--- config.mk ---
export PLATFORM = sky130hd
export DESIGN_NAME = atan2_polynomial_approx_flat
export DESIGN_NICKNAME = d
export VERILOG_FILES = /design/src/hw/rtl/atp_pkg.sv /design/src/hw/rtl/atp_in_if.sv /design/src/hw/rtl/atp_out_if.sv /design/src/hw/rtl/atan2_polynomial_approx.sv /design/src/hw/rtl/atp_div.sv /design/src/hw/rtl/atp_poly.sv /design/src/hw/rtl/atp_post.sv /design/src/flat_wrapper.sv
export SDC_FILE = /design/constraint.sdc
export NUM_CORES = 2
export LEC_CHECK = 0
export ABC_CLOCK_PERIOD_IN_PS = 25100
export BUFFER_PORTS_ARGS = -buffer_cell sky130_fd_sc_hd__buf_2
export CAP_MARGIN = 15
export CORE_UTILIZATION = 55
export CTS_CLUSTER_DIAMETER = 100
export DETAILED_ROUTE_END_ITERATION = 6
export PLACE_DENSITY_LB_ADDON = 0.3
export SLEW_MARGIN = 20
export SYNTH_ARGS = -nofsm -noshare
export SYNTH_HDL_FRONTEND = slang
export SYNTH_SLANG_ARGS = --single-unit
--- constraint.sdc ---
create_clock -name clk_i -period 25.1 [get_ports clk_i]
set_clock_uncertainty 0.05 [all_clocks]
set_input_delay 2.51 -clock clk_i [delete_from_list [all_inputs] [get_ports clk_i]]
set_output_delay 2.51 -clock clk_i [all_outputs]
set_load 0.01 [all_outputs]
--- src/hw/rtl/atp_pkg.sv ---
`default_nettype none
// ----------------------------------------------------------------------------
// atp_pkg
// Shared widths, constants and types of the atan2 angle pipeline.
// ----------------------------------------------------------------------------
package atp_pkg;

  localparam int unsigned INPUT_WIDTH     = 16;
  localparam int unsigned ANGLE_FRAC_BITS = 13;

  localparam int unsigned OUT_W       = ANGLE_FRAC_BITS + 3;
  localparam int unsigned MAG_W       = INPUT_WIDTH;
  localparam int unsigned RATIO_W     = 16;
  localparam int unsigned DIV_STAGES  = RATIO_W;
  localparam int unsigned POLY_STAGES = 5;
  localparam int unsigned POST_STAGES = 2;

  localparam int unsigned TERM_W = RATIO_W + 2;
  localparam int unsigned PROD_W = 2 * TERM_W;

  localparam logic signed [TERM_W-1:0] NEG_COEF7 = -TERM_W'(3047);
  localparam logic signed [TERM_W-1:0] COEF5     = TERM_W'(10441);
  localparam logic signed [TERM_W-1:0] COEF3     = TERM_W'(21471);
  localparam logic signed [PROD_W-1:0] PROD_HALF = PROD_W'(1) << (RATIO_W - 1);

  localparam int unsigned Q30_FRAC   = 30;
  localparam int unsigned REFL_W     = 34;
  localparam int unsigned TERM_SHIFT = Q30_FRAC - RATIO_W;
  localparam int unsigned ANG_SHIFT  = Q30_FRAC - ANGLE_FRAC_BITS;

  localparam logic signed [REFL_W-1:0] HALF_PI_Q30  = REFL_W'(64'sd1686629713);
  localparam logic signed [REFL_W-1:0] PI_Q30       = REFL_W'(64'sd3373259426);
  localparam logic signed [REFL_W-1:0] RND_HALF_Q30 = REFL_W'(64'sd1 << (ANG_SHIFT - 1));

  localparam logic signed [REFL_W-1:0] K_DIRECT = RND_HALF_Q30;
  localparam logic signed [REFL_W-1:0] K_SWAP   = HALF_PI_Q30 + RND_HALF_Q30;
  localparam logic signed [REFL_W-1:0] K_XNEG   = PI_Q30 + RND_HALF_Q30;
  localparam logic signed [REFL_W-1:0] K_BOTH   = PI_Q30 - HALF_PI_Q30 + RND_HALF_Q30;

  localparam logic signed [REFL_W-1:0] ANG_LIM_Q30 = PI_Q30 + RND_HALF_Q30;
  localparam logic [OUT_W-1:0]         ANG_LIM     = ANG_LIM_Q30[ANG_SHIFT +: OUT_W];
  localparam logic signed [OUT_W-1:0]  ANG_MAX_S   = $signed(ANG_LIM);
  localparam logic signed [OUT_W-1:0]  ANG_MIN_S   = -ANG_MAX_S;

  typedef struct packed {
    logic swap;
    logic xneg;
    logic yneg;
    logic zero;
  } flags_t;

endpackage
`default_nettype wire

--- src/hw/rtl/atp_in_if.sv ---
`default_nettype none
// ----------------------------------------------------------------------------
// atp_in_if
// Input channel: one (y, x) vector per transaction.
// ----------------------------------------------------------------------------
interface atp_in_if import atp_pkg::*; ();

  logic                          valid;
  logic                          ready;
  logic signed [INPUT_WIDTH-1:0] y_value;
  logic signed [INPUT_WIDTH-1:0] x_value;

  modport source (output valid, y_value, x_value, input ready);
  modport sink (input valid, y_value, x_value, output ready);

endinterface
`default_nettype wire

--- src/hw/rtl/atp_out_if.sv ---
`default_nettype none
// ----------------------------------------------------------------------------
// atp_out_if
// Output channel: one angle per transaction.
// ----------------------------------------------------------------------------
interface atp_out_if import atp_pkg::*; ();

  logic                    valid;
  logic                    ready;
  logic signed [OUT_W-1:0] angle_out;

  modport source (output valid, angle_out, input ready);
  modport sink (input valid, angle_out, output ready);

endinterface
`default_nettype wire

--- src/hw/rtl/atan2_polynomial_approx.sv ---
`default_nettype none
// ----------------------------------------------------------------------------
// atan2_polynomial_approx
// Fully pipelined atan2: signed (y, x) in, angle in radians (signed Q3.13) out.
// ----------------------------------------------------------------------------
// One transaction enters per clock. A sort stage orders the magnitudes,
// 16 divider stages produce the Q0.16 ratio one bit each, five multiplier
// stages evaluate the polynomial and two stages
// reflect, round, clamp and sign. Sustained throughput is one transaction per
// cycle; backpressure on the output stalls the pipeline section by section
// (divider, polynomial, output): a section holds as a whole while its last
// stage carries a transaction that the next section does not take, and a
// section whose last stage is empty keeps advancing and taking transactions.
module atan2_polynomial_approx import atp_pkg::*; (
  input  logic      clk_i,
  input  logic      rst_ni,
  atp_in_if.sink    in_i,
  atp_out_if.source out_o
);

  logic               div_valid, div_ready;
  logic [RATIO_W-1:0] div_ratio;
  flags_t             div_flags;

  logic               poly_valid, poly_ready;
  logic [RATIO_W-1:0] poly_term;
  flags_t             poly_flags;

  atp_div u_div (
    .clk_i   (clk_i),
    .rst_ni  (rst_ni),
    .in_i    (in_i),
    .valid_o (div_valid),
    .ready_i (div_ready),
    .ratio_o (div_ratio),
    .flags_o (div_flags)
  );

  atp_poly u_poly (
    .clk_i   (clk_i),
    .rst_ni  (rst_ni),
    .valid_i (div_valid),
    .ready_o (div_ready),
    .ratio_i (div_ratio),
    .flags_i (div_flags),
    .valid_o (poly_valid),
    .ready_i (poly_ready),
    .term_o  (poly_term),
    .flags_o (poly_flags)
  );

  atp_post u_post (
    .clk_i   (clk_i),
    .rst_ni  (rst_ni),
    .valid_i (poly_valid),
    .ready_o (poly_ready),
    .term_i  (poly_term),
    .flags_i (poly_flags),
    .out_o   (out_o)
  );

endmodule
`default_nettype wire

--- src/hw/rtl/atp_div.sv ---
`default_nettype none
// ----------------------------------------------------------------------------
// atp_div
// Magnitude sort and pipelined restoring divider, one quotient bit per stage.
// ----------------------------------------------------------------------------
module atp_div import atp_pkg::*; (
  input  logic               clk_i,
  input  logic               rst_ni,
  atp_in_if.sink             in_i,
  output logic               valid_o,
  input  logic               ready_i,
  output logic [RATIO_W-1:0] ratio_o,
  output flags_t             flags_o
);

  logic               en;
  logic [MAG_W-1:0]   ay, ax, lo, hi;
  flags_t             flg_d;

  logic [DIV_STAGES:0] vld_q;
  logic [MAG_W-1:0]    rem_q [DIV_STAGES+1];
  logic [MAG_W-1:0]    hi_q  [DIV_STAGES+1];
  logic [RATIO_W-1:0]  quo_q [DIV_STAGES+1];
  flags_t              flg_q [DIV_STAGES+1];
  logic                eq_q  [DIV_STAGES+1];

  logic [MAG_W-1:0]    rem_d [DIV_STAGES+1];
  logic [RATIO_W-1:0]  quo_d [DIV_STAGES+1];

  assign en         = !vld_q[DIV_STAGES] || ready_i;
  assign in_i.ready = en;

  always_comb begin
    ay = in_i.y_value[INPUT_WIDTH-1] ? MAG_W'(-in_i.y_value) : MAG_W'(in_i.y_value);
    ax = in_i.x_value[INPUT_WIDTH-1] ? MAG_W'(-in_i.x_value) : MAG_W'(in_i.x_value);
    flg_d.swap = ay > ax;
    flg_d.xneg = in_i.x_value[INPUT_WIDTH-1];
    flg_d.yneg = in_i.y_value[INPUT_WIDTH-1];
    flg_d.zero = (ay == '0) && (ax == '0);
    lo = flg_d.swap ? ax : ay;
    hi = flg_d.swap ? ay : ax;
  end

  assign rem_d[0] = lo;
  assign quo_d[0] = '0;

  for (genvar k = 1; k <= DIV_STAGES; k++) begin : g_bit
    logic [MAG_W:0] dbl;
    logic [MAG_W:0] dif;
    logic           ge;
    assign dbl      = {rem_q[k-1], 1'b0};
    assign dif      = dbl - {1'b0, hi_q[k-1]};
    assign ge       = dbl >= {1'b0, hi_q[k-1]};
    assign rem_d[k] = ge ? dif[MAG_W-1:0] : dbl[MAG_W-1:0];
    assign quo_d[k] = {quo_q[k-1][RATIO_W-2:0], ge};
  end

  always_ff @(posedge clk_i or negedge rst_ni) begin
    if (!rst_ni) begin
      vld_q <= '0;
    end else if (en) begin
      vld_q <= {vld_q[DIV_STAGES-1:0], in_i.valid};
    end
  end

  always_ff @(posedge clk_i) begin
    if (en) begin
      rem_q[0] <= rem_d[0];
      hi_q[0]  <= hi;
      quo_q[0] <= quo_d[0];
      flg_q[0] <= flg_d;
      eq_q[0]  <= lo == hi;
      for (int k = 1; k <= DIV_STAGES; k++) begin
        rem_q[k] <= rem_d[k];
        hi_q[k]  <= hi_q[k-1];
        quo_q[k] <= quo_d[k];
        flg_q[k] <= flg_q[k-1];
        eq_q[k]  <= eq_q[k-1];
      end
    end
  end

  assign valid_o = vld_q[DIV_STAGES];
  assign ratio_o = eq_q[DIV_STAGES] ? '1 : quo_q[DIV_STAGES];
  assign flags_o = flg_q[DIV_STAGES];

endmodule
`default_nettype wire

--- src/hw/rtl/atp_poly.sv ---
`default_nettype none
// ----------------------------------------------------------------------------
// atp_poly
// Odd seventh-order arctangent polynomial in Horner form, one product per stage.
// ----------------------------------------------------------------------------
module atp_poly import atp_pkg::*; (
  input  logic               clk_i,
  input  logic               rst_ni,
  input  logic               valid_i,
  output logic               ready_o,
  input  logic [RATIO_W-1:0] ratio_i,
  input  flags_t             flags_i,
  output logic               valid_o,
  input  logic               ready_i,
  output logic [RATIO_W-1:0] term_o,
  output flags_t             flags_o
);

  function automatic logic signed [TERM_W-1:0] ext(input logic [RATIO_W-1:0] v);
    ext = $signed(TERM_W'(v));
  endfunction

  function automatic logic signed [TERM_W-1:0] rnd(input logic signed [PROD_W-1:0] p);
    logic signed [PROD_W-1:0] r;
    r   = (p + PROD_HALF) >>> RATIO_W;
    rnd = r[TERM_W-1:0];
  endfunction

  logic                     en;
  logic [POLY_STAGES-1:0]   vld_q;
  logic [RATIO_W-1:0]       a_q [POLY_STAGES];
  flags_t                   f_q [POLY_STAGES];

  logic signed [TERM_W-1:0] a_in, a_3;
  logic signed [PROD_W-1:0] p0, p1, p2, p3, p4;
  logic signed [TERM_W-1:0] s0_d, t1_d, t2_d, t3_d, t4_d;
  logic signed [TERM_W-1:0] s0_q, s1_q, s2_q, t1_q, t2_q, t3_q, t4_q;

  assign en      = !vld_q[POLY_STAGES-1] || ready_i;
  assign ready_o = en;

  always_comb begin
    a_in = ext(ratio_i);
    a_3  = ext(a_q[3]);
    p0   = a_in * a_in;
    p1   = NEG_COEF7 * s0_q;
    p2   = t1_q * s1_q;
    p3   = t2_q * s2_q;
    p4   = t3_q * a_3;
    s0_d = rnd(p0);
    t1_d = rnd(p1) + COEF5;
    t2_d = rnd(p2) - COEF3;
    t3_d = rnd(p3);
    t4_d = a_3 + rnd(p4);
  end

  always_ff @(posedge clk_i or negedge rst_ni) begin
    if (!rst_ni) begin
      vld_q <= '0;
    end else if (en) begin
      vld_q <= {vld_q[POLY_STAGES-2:0], valid_i};
    end
  end

  always_ff @(posedge clk_i) begin
    if (en) begin
      a_q[0] <= ratio_i;
      f_q[0] <= flags_i;
      for (int k = 1; k < POLY_STAGES; k++) begin
        a_q[k] <= a_q[k-1];
        f_q[k] <= f_q[k-1];
      end
      s0_q <= s0_d;
      t1_q <= t1_d;
      s1_q <= s0_q;
      t2_q <= t2_d;
      s2_q <= s1_q;
      t3_q <= t3_d;
      t4_q <= t4_d;
    end
  end

  assign valid_o = vld_q[POLY_STAGES-1];
  assign term_o  = t4_q[RATIO_W-1:0];
  assign flags_o = f_q[POLY_STAGES-1];

`ifndef SYNTH
  a_term_bounded: assert property (@(posedge clk_i) disable iff (!rst_ni)
    vld_q[POLY_STAGES-1] |-> (t4_q >= 0) && (t4_q <= ext(a_q[POLY_STAGES-1])))
    else $error("polynomial term outside 0 .. ratio");
`endif

endmodule
`default_nettype wire

--- src/hw/rtl/atp_post.sv ---
`default_nettype none
// ----------------------------------------------------------------------------
// atp_post
// Octant reflection, rounding to the output format, clamp and sign.
// ----------------------------------------------------------------------------
module atp_post import atp_pkg::*; (
  input  logic               clk_i,
  input  logic               rst_ni,
  input  logic               valid_i,
  output logic               ready_o,
  input  logic [RATIO_W-1:0] term_i,
  input  flags_t             flags_i,
  atp_out_if.source          out_o
);

  logic                     en;
  logic [POST_STAGES-1:0]   vld_q;
  logic signed [REFL_W-1:0] mag0, refl;
  logic [OUT_W-1:0]         rmag_d, rmag_q, lim_mag;
  logic signed [OUT_W-1:0]  angle_d, angle_q;
  flags_t                   f_q;

  assign en      = !vld_q[POST_STAGES-1] || out_o.ready;
  assign ready_o = en;

  always_comb begin
    mag0 = $signed(REFL_W'({term_i, {TERM_SHIFT{1'b0}}}));
    if (flags_i.swap && flags_i.xneg) begin
      refl = K_BOTH + mag0;
    end else if (flags_i.swap) begin
      refl = K_SWAP - mag0;
    end else if (flags_i.xneg) begin
      refl = K_XNEG - mag0;
    end else begin
      refl = K_DIRECT + mag0;
    end
    rmag_d = (flags_i.zero || refl[REFL_W-1]) ? '0 : refl[ANG_SHIFT +: OUT_W];
  end

  always_comb begin
    lim_mag = (rmag_q > ANG_LIM) ? ANG_LIM : rmag_q;
    angle_d = f_q.yneg ? $signed(OUT_W'(-lim_mag)) : $signed(lim_mag);
  end

  always_ff @(posedge clk_i or negedge rst_ni) begin
    if (!rst_ni) begin
      vld_q <= '0;
    end else if (en) begin
      vld_q <= {vld_q[POST_STAGES-2:0], valid_i};
    end
  end

  always_ff @(posedge clk_i) begin
    if (en) begin
      rmag_q  <= rmag_d;
      f_q     <= flags_i;
      angle_q <= angle_d;
    end
  end

  assign out_o.valid     = vld_q[POST_STAGES-1];
  assign out_o.angle_out = angle_q;

`ifndef SYNTH
  a_angle_range: assert property (@(posedge clk_i) disable iff (!rst_ni)
    out_o.valid |-> (out_o.angle_out <= ANG_MAX_S) && (out_o.angle_out >= ANG_MIN_S))
    else $error("angle outside -pi .. pi");

  a_zero_vector: assert property (@(posedge clk_i) disable iff (!rst_ni)
    (vld_q[0] && en && f_q.zero) |=> (out_o.angle_out == '0))
    else $error("zero vector gave nonzero angle");
`endif

endmodule
`default_nettype wire

--- src/flat_wrapper.sv ---
// flat-port wrapper written by rule: the top's interface ports become plain ports
module atan2_polynomial_approx_flat import atp_pkg::*;
  (clk_i, rst_ni, in_i_valid, in_i_y_value, in_i_x_value, in_i_ready, out_o_valid, out_o_angle_out, out_o_ready);
  atp_in_if in_i_i ();
  atp_out_if out_o_i ();
  input  logic clk_i;
  input  logic rst_ni;
  input wire logic [$bits(in_i_i.valid)-1:0] in_i_valid;
  input wire logic [$bits(in_i_i.y_value)-1:0] in_i_y_value;
  input wire logic [$bits(in_i_i.x_value)-1:0] in_i_x_value;
  output wire logic [$bits(in_i_i.ready)-1:0] in_i_ready;
  output wire logic [$bits(out_o_i.valid)-1:0] out_o_valid;
  output wire logic [$bits(out_o_i.angle_out)-1:0] out_o_angle_out;
  input wire logic [$bits(out_o_i.ready)-1:0] out_o_ready;
  assign in_i_i.valid = in_i_valid;
  assign in_i_i.y_value = in_i_y_value;
  assign in_i_i.x_value = in_i_x_value;
  assign in_i_ready = in_i_i.ready;
  assign out_o_valid = out_o_i.valid;
  assign out_o_angle_out = out_o_i.angle_out;
  assign out_o_i.ready = out_o_ready;
  atan2_polynomial_approx u_core (.clk_i(clk_i), .rst_ni(rst_ni), .in_i(in_i_i), .out_o(out_o_i));
endmodule
==> results.py <==
metrics = {
    "hold_path": {
        "hp-class": "reg -> reg",
        "worstHoldStart": "u_core.u_poly.a_q[0][26]",
    },
    "logic_synthesis": {
        "ys_async_sr_fraction_pct": 2.42,
        "yosys.area_share.simple_pct": 11.5,
        "ys_seq_area_share_pct": 33.3,
        "yosys.area_share.adder_pct": 34.4,
        "synth_ff_type": "edfxtp_1",
        "synth_top_area_cell": "edfxtp_1",
        "synth-edff-count": 969,
        "synth_most_common_cell": "inv_1",
        "synth_top_family_by_area": "adder cells",
        "synth-xor-area-share_pct": 2.74,
        "syn_area_per_cell_um2": 10.7,
        "syn_area_um2": 89100,
        "synth_cell_types": 89,
        "synth_mux_area_share_pct": 3.40,
        "synth_commonest_cells": "1754 x inv_1, 1004 x fa_1, 969 x edfxtp_1, 846 x ha_1, 679 x nand2_1",
        "synth_seq_cells": 993,
        "synth_area_leaders": "edfxtp_1 33%, fa_1 23%, ha_1 12%",
        "synth_cells": 8311,
        "syn-num-nets": 10200,
        "synth_compound_area_share_pct": 6.34,
        "synth.top_cell.area_share_pct": 32.7,
        "yosys_warnings": 0,
    },
    "routing": {
        "viasPerCell": 5.37,
        "drc": 0,
        "drt_first_iter_violations": 3525,
        "wl_per_cell_um": 16.9,
        "wl_um": 179000,
        "firstDrtPassIters": 6,
        "ant_nets": 0,
        "vias": 56800,
    },
    "placement": {
        "placed_cells": 10400,
        "hpwl_um": 141000,
        "pre_cts_slack_ns": 16.60,
        "port_buffers": 53,
        "globalplace.congestion": 0.911,
    },
    "outcome": {
        "outcome": "finished, final reports clean",
    },
    "sta": {
        "fmax_mhz": 118,
        "hold_violations": 0,
        "setup_ws_ns": 16.66,
        "finalSetupTns_ns": 0,
        "slew_headroom_pct": 29.8,
        "maxSlewViolCount": 0,
        "rsz0062_at_grt": "no",
        "period_minus_slack_ns": 8.44,
        "max_slew.worst_pin.slew_ns": 1.05,
        "post-route-period-util_pct": 33.6,
        "finalSetupViolations": 0,
    },
    "global_route": {
        "grt_pass1_wl_um": 298000,
        "grt_overflow": 0,
        "grt_pass1_vias": 59400,
        "grt_antenna_before_repair": 5,
        "grt_max_degree": 97,
        "grtUsageTotal_pct": 22.6,
    },
    "final_layout": {
        "fillers": 13200,
        "final_nets": 10200,
        "drive_gt1_share_pct": 6.32,
        "synthToLayoutAreaGrowth_pct": 7.05,
        "layout.cells.non_filler": 10600,
        "seq_area_um2": 29700,
        "post-route-util_pct": 59.3,
        "multi_input_area_um2": 52100,
    },
    "floorplanning": {
        "fp.dieH_um": 404,
        "rows": 147,
        "core_area_um2": 161000,
        "start_util_pct": 55.4,
        "io_pins": 54,
        "die_x_um": 404,
        "dieArea_um2": 164000,
    },
    "clocking": {
        "root_buffer": "clkbuf_16",
        "cts_buffer_depth": 3,
        "cts_made_buffers": 110,
        "cts_setup_buffers": 0,
        "cts_resized": 0,
        "h-tree-depth": 3,
        "cts_tree": "done",
        "clkSinkCount": 993,
        "worstSkewPairLatency_ns": 0.75,
        "cts_hold_buf": 0,
        "clk_pin_slew_ns": 0.06,
    },
    "worst_setup_path": {
        "slowest_delay_ns": 0.70,
        "crit_path_max_fanout": 19,
        "cp.arrival_ns": 8.87,
        "r2r_start": "u_core.u_poly.a_q[0][50]",
        "slowest_stage": "edfxtp_1",
        "critical_path_class": "reg -> reg",
        "end_kind": "flop",
        "critical_path_buf_inv_count": 4,
        "path_delay_family": "adder cells",
        "critical_path.startpoint": "u_core.u_poly.a_q[0][50]",
        "start_kind": "flop",
        "crit_required_ns": 25.53,
    },
    "flow_run": {
        "cap_viol_max_count": 0,
    },
}
## cell type report
cell class,instances,area share (%)
well taps,2160,2.83
clock buffers,128,2.98
inverters,1765,6.95
multi-input cells,5362,54.6
clock inverters,71,0.906
repair buffers,93,0.597
diodes,7,0.0184
flip-flops and latches,993,31.1
## flip-flops by register name (all words and copies together), names as in the netlist, 5 cells and up
name,cells
u_core.u_div.eq_q,17
u_core.u_poly.t1_q,17
u_core.u_div.flg_q,68
u_core.u_poly.vld_q,5
u_core.u_poly.s2_q,17
u_core.u_post.rmag_q,15
u_core.u_poly.t4_q,16
u_core.u_poly.s1_q,17
u_core.u_div.hi_q,256
u_core.u_poly.a_q,64
u_core.u_div.vld_q,17
u_core.u_post.out_o.angle_out,16
u_core.u_poly.f_q,20
u_core.u_div.rem_q,256
u_core.u_poly.s0_q,17
u_core.u_poly.t3_q,18
u_core.u_poly.t2_q,18
u_core.u_div.quo_q,136
## cell families (layout without fill, tap and decap cells)
group | Yosys count | count (layout)
simple gates | 2104 | 2104
buf+inv | 1956 | 2057
fa+ha+maj | 1850 | 1850
flops | 993 | 993
compound gates | 855 | 855
xor+xnor | 279 | 279
mux | 274 | 274
other cells | 0 | 7
## per-stage QoR
stage / instance area, µm² / hold WS, ns
3_5_place_dp: 91700 / 0.355
2_1_floorplan: 89100 / 0.350
5_1_grt: 95400 / 0.323
4_1_cts: 95400 / 0.318
3_3_place_gp: 91700 / 0.350
6_report: 95400 / 0.326
## path summary, 6_finish.rpt
| check | endpoint | slack, ns | depth (start not counted) |
|---|---|---|---|
| worst max-delay path | u_core.u_poly.t4_q[14] | 16.66 | 32 |
| worst min-delay path | u_core.u_poly.a_q[0][42] | 0.33 | 0 |
| worst max register to register | u_core.u_poly.t4_q[14] | 16.66 | 32 |
| worst min register to register | u_core.u_poly.a_q[0][42] | 0.33 | 0 |
| max in group asynchronous | u_core.u_div.vld_q[4] | 22.95 | 1 |
| min in group asynchronous | u_core.u_post.vld_q[1] | 1.68 | 1 |
## layout by cell type, fill, tap and decap left out, types with 25 or more instances in the layout
| master | count |
|---|---|
| a211oi_1 | 25 |
| a21boi_0 | 93 |
| a21o_1 | 56 |
| a21oi_1 | 170 |
| and2_1 | 476 |
| buf_2 | 53 |
| buf_4 | 39 |
| clkbuf_16 | 111 |
| edfxtp_1 | 969 |
| fa_1 | 1004 |
| ha_1 | 846 |
| inv_1 | 1754 |
| mux2_2 | 218 |
| mux2i_1 | 55 |
| nand2_1 | 678 |
| nand2b_1 | 45 |
| nand3_1 | 59 |
| nand4_1 | 61 |
| nor2_1 | 464 |
| nor2b_1 | 74 |
| nor3_1 | 86 |
| nor4_1 | 29 |
| o211ai_1 | 31 |
| o21a_1 | 60 |
| o21ai_0 | 212 |
| or3_1 | 38 |
| xnor2_1 | 184 |
| xor2_1 | 95 |
## routing by layer
metal | part of all wire, % | vias up | track usage [%]
met2 | 51 | 1232 | 40.6
li1 | - | 27000 | -
met1 | 42 | 28300 | 28.3
met5 | 0 | - | 0
met4 | 3.1 | 0 | 7.70
met3 | 4.0 | 286 | 2.36
Power is not shown: default switching activity piles up to over one toggle a cycle in this logic, so the estimate is an artifact.
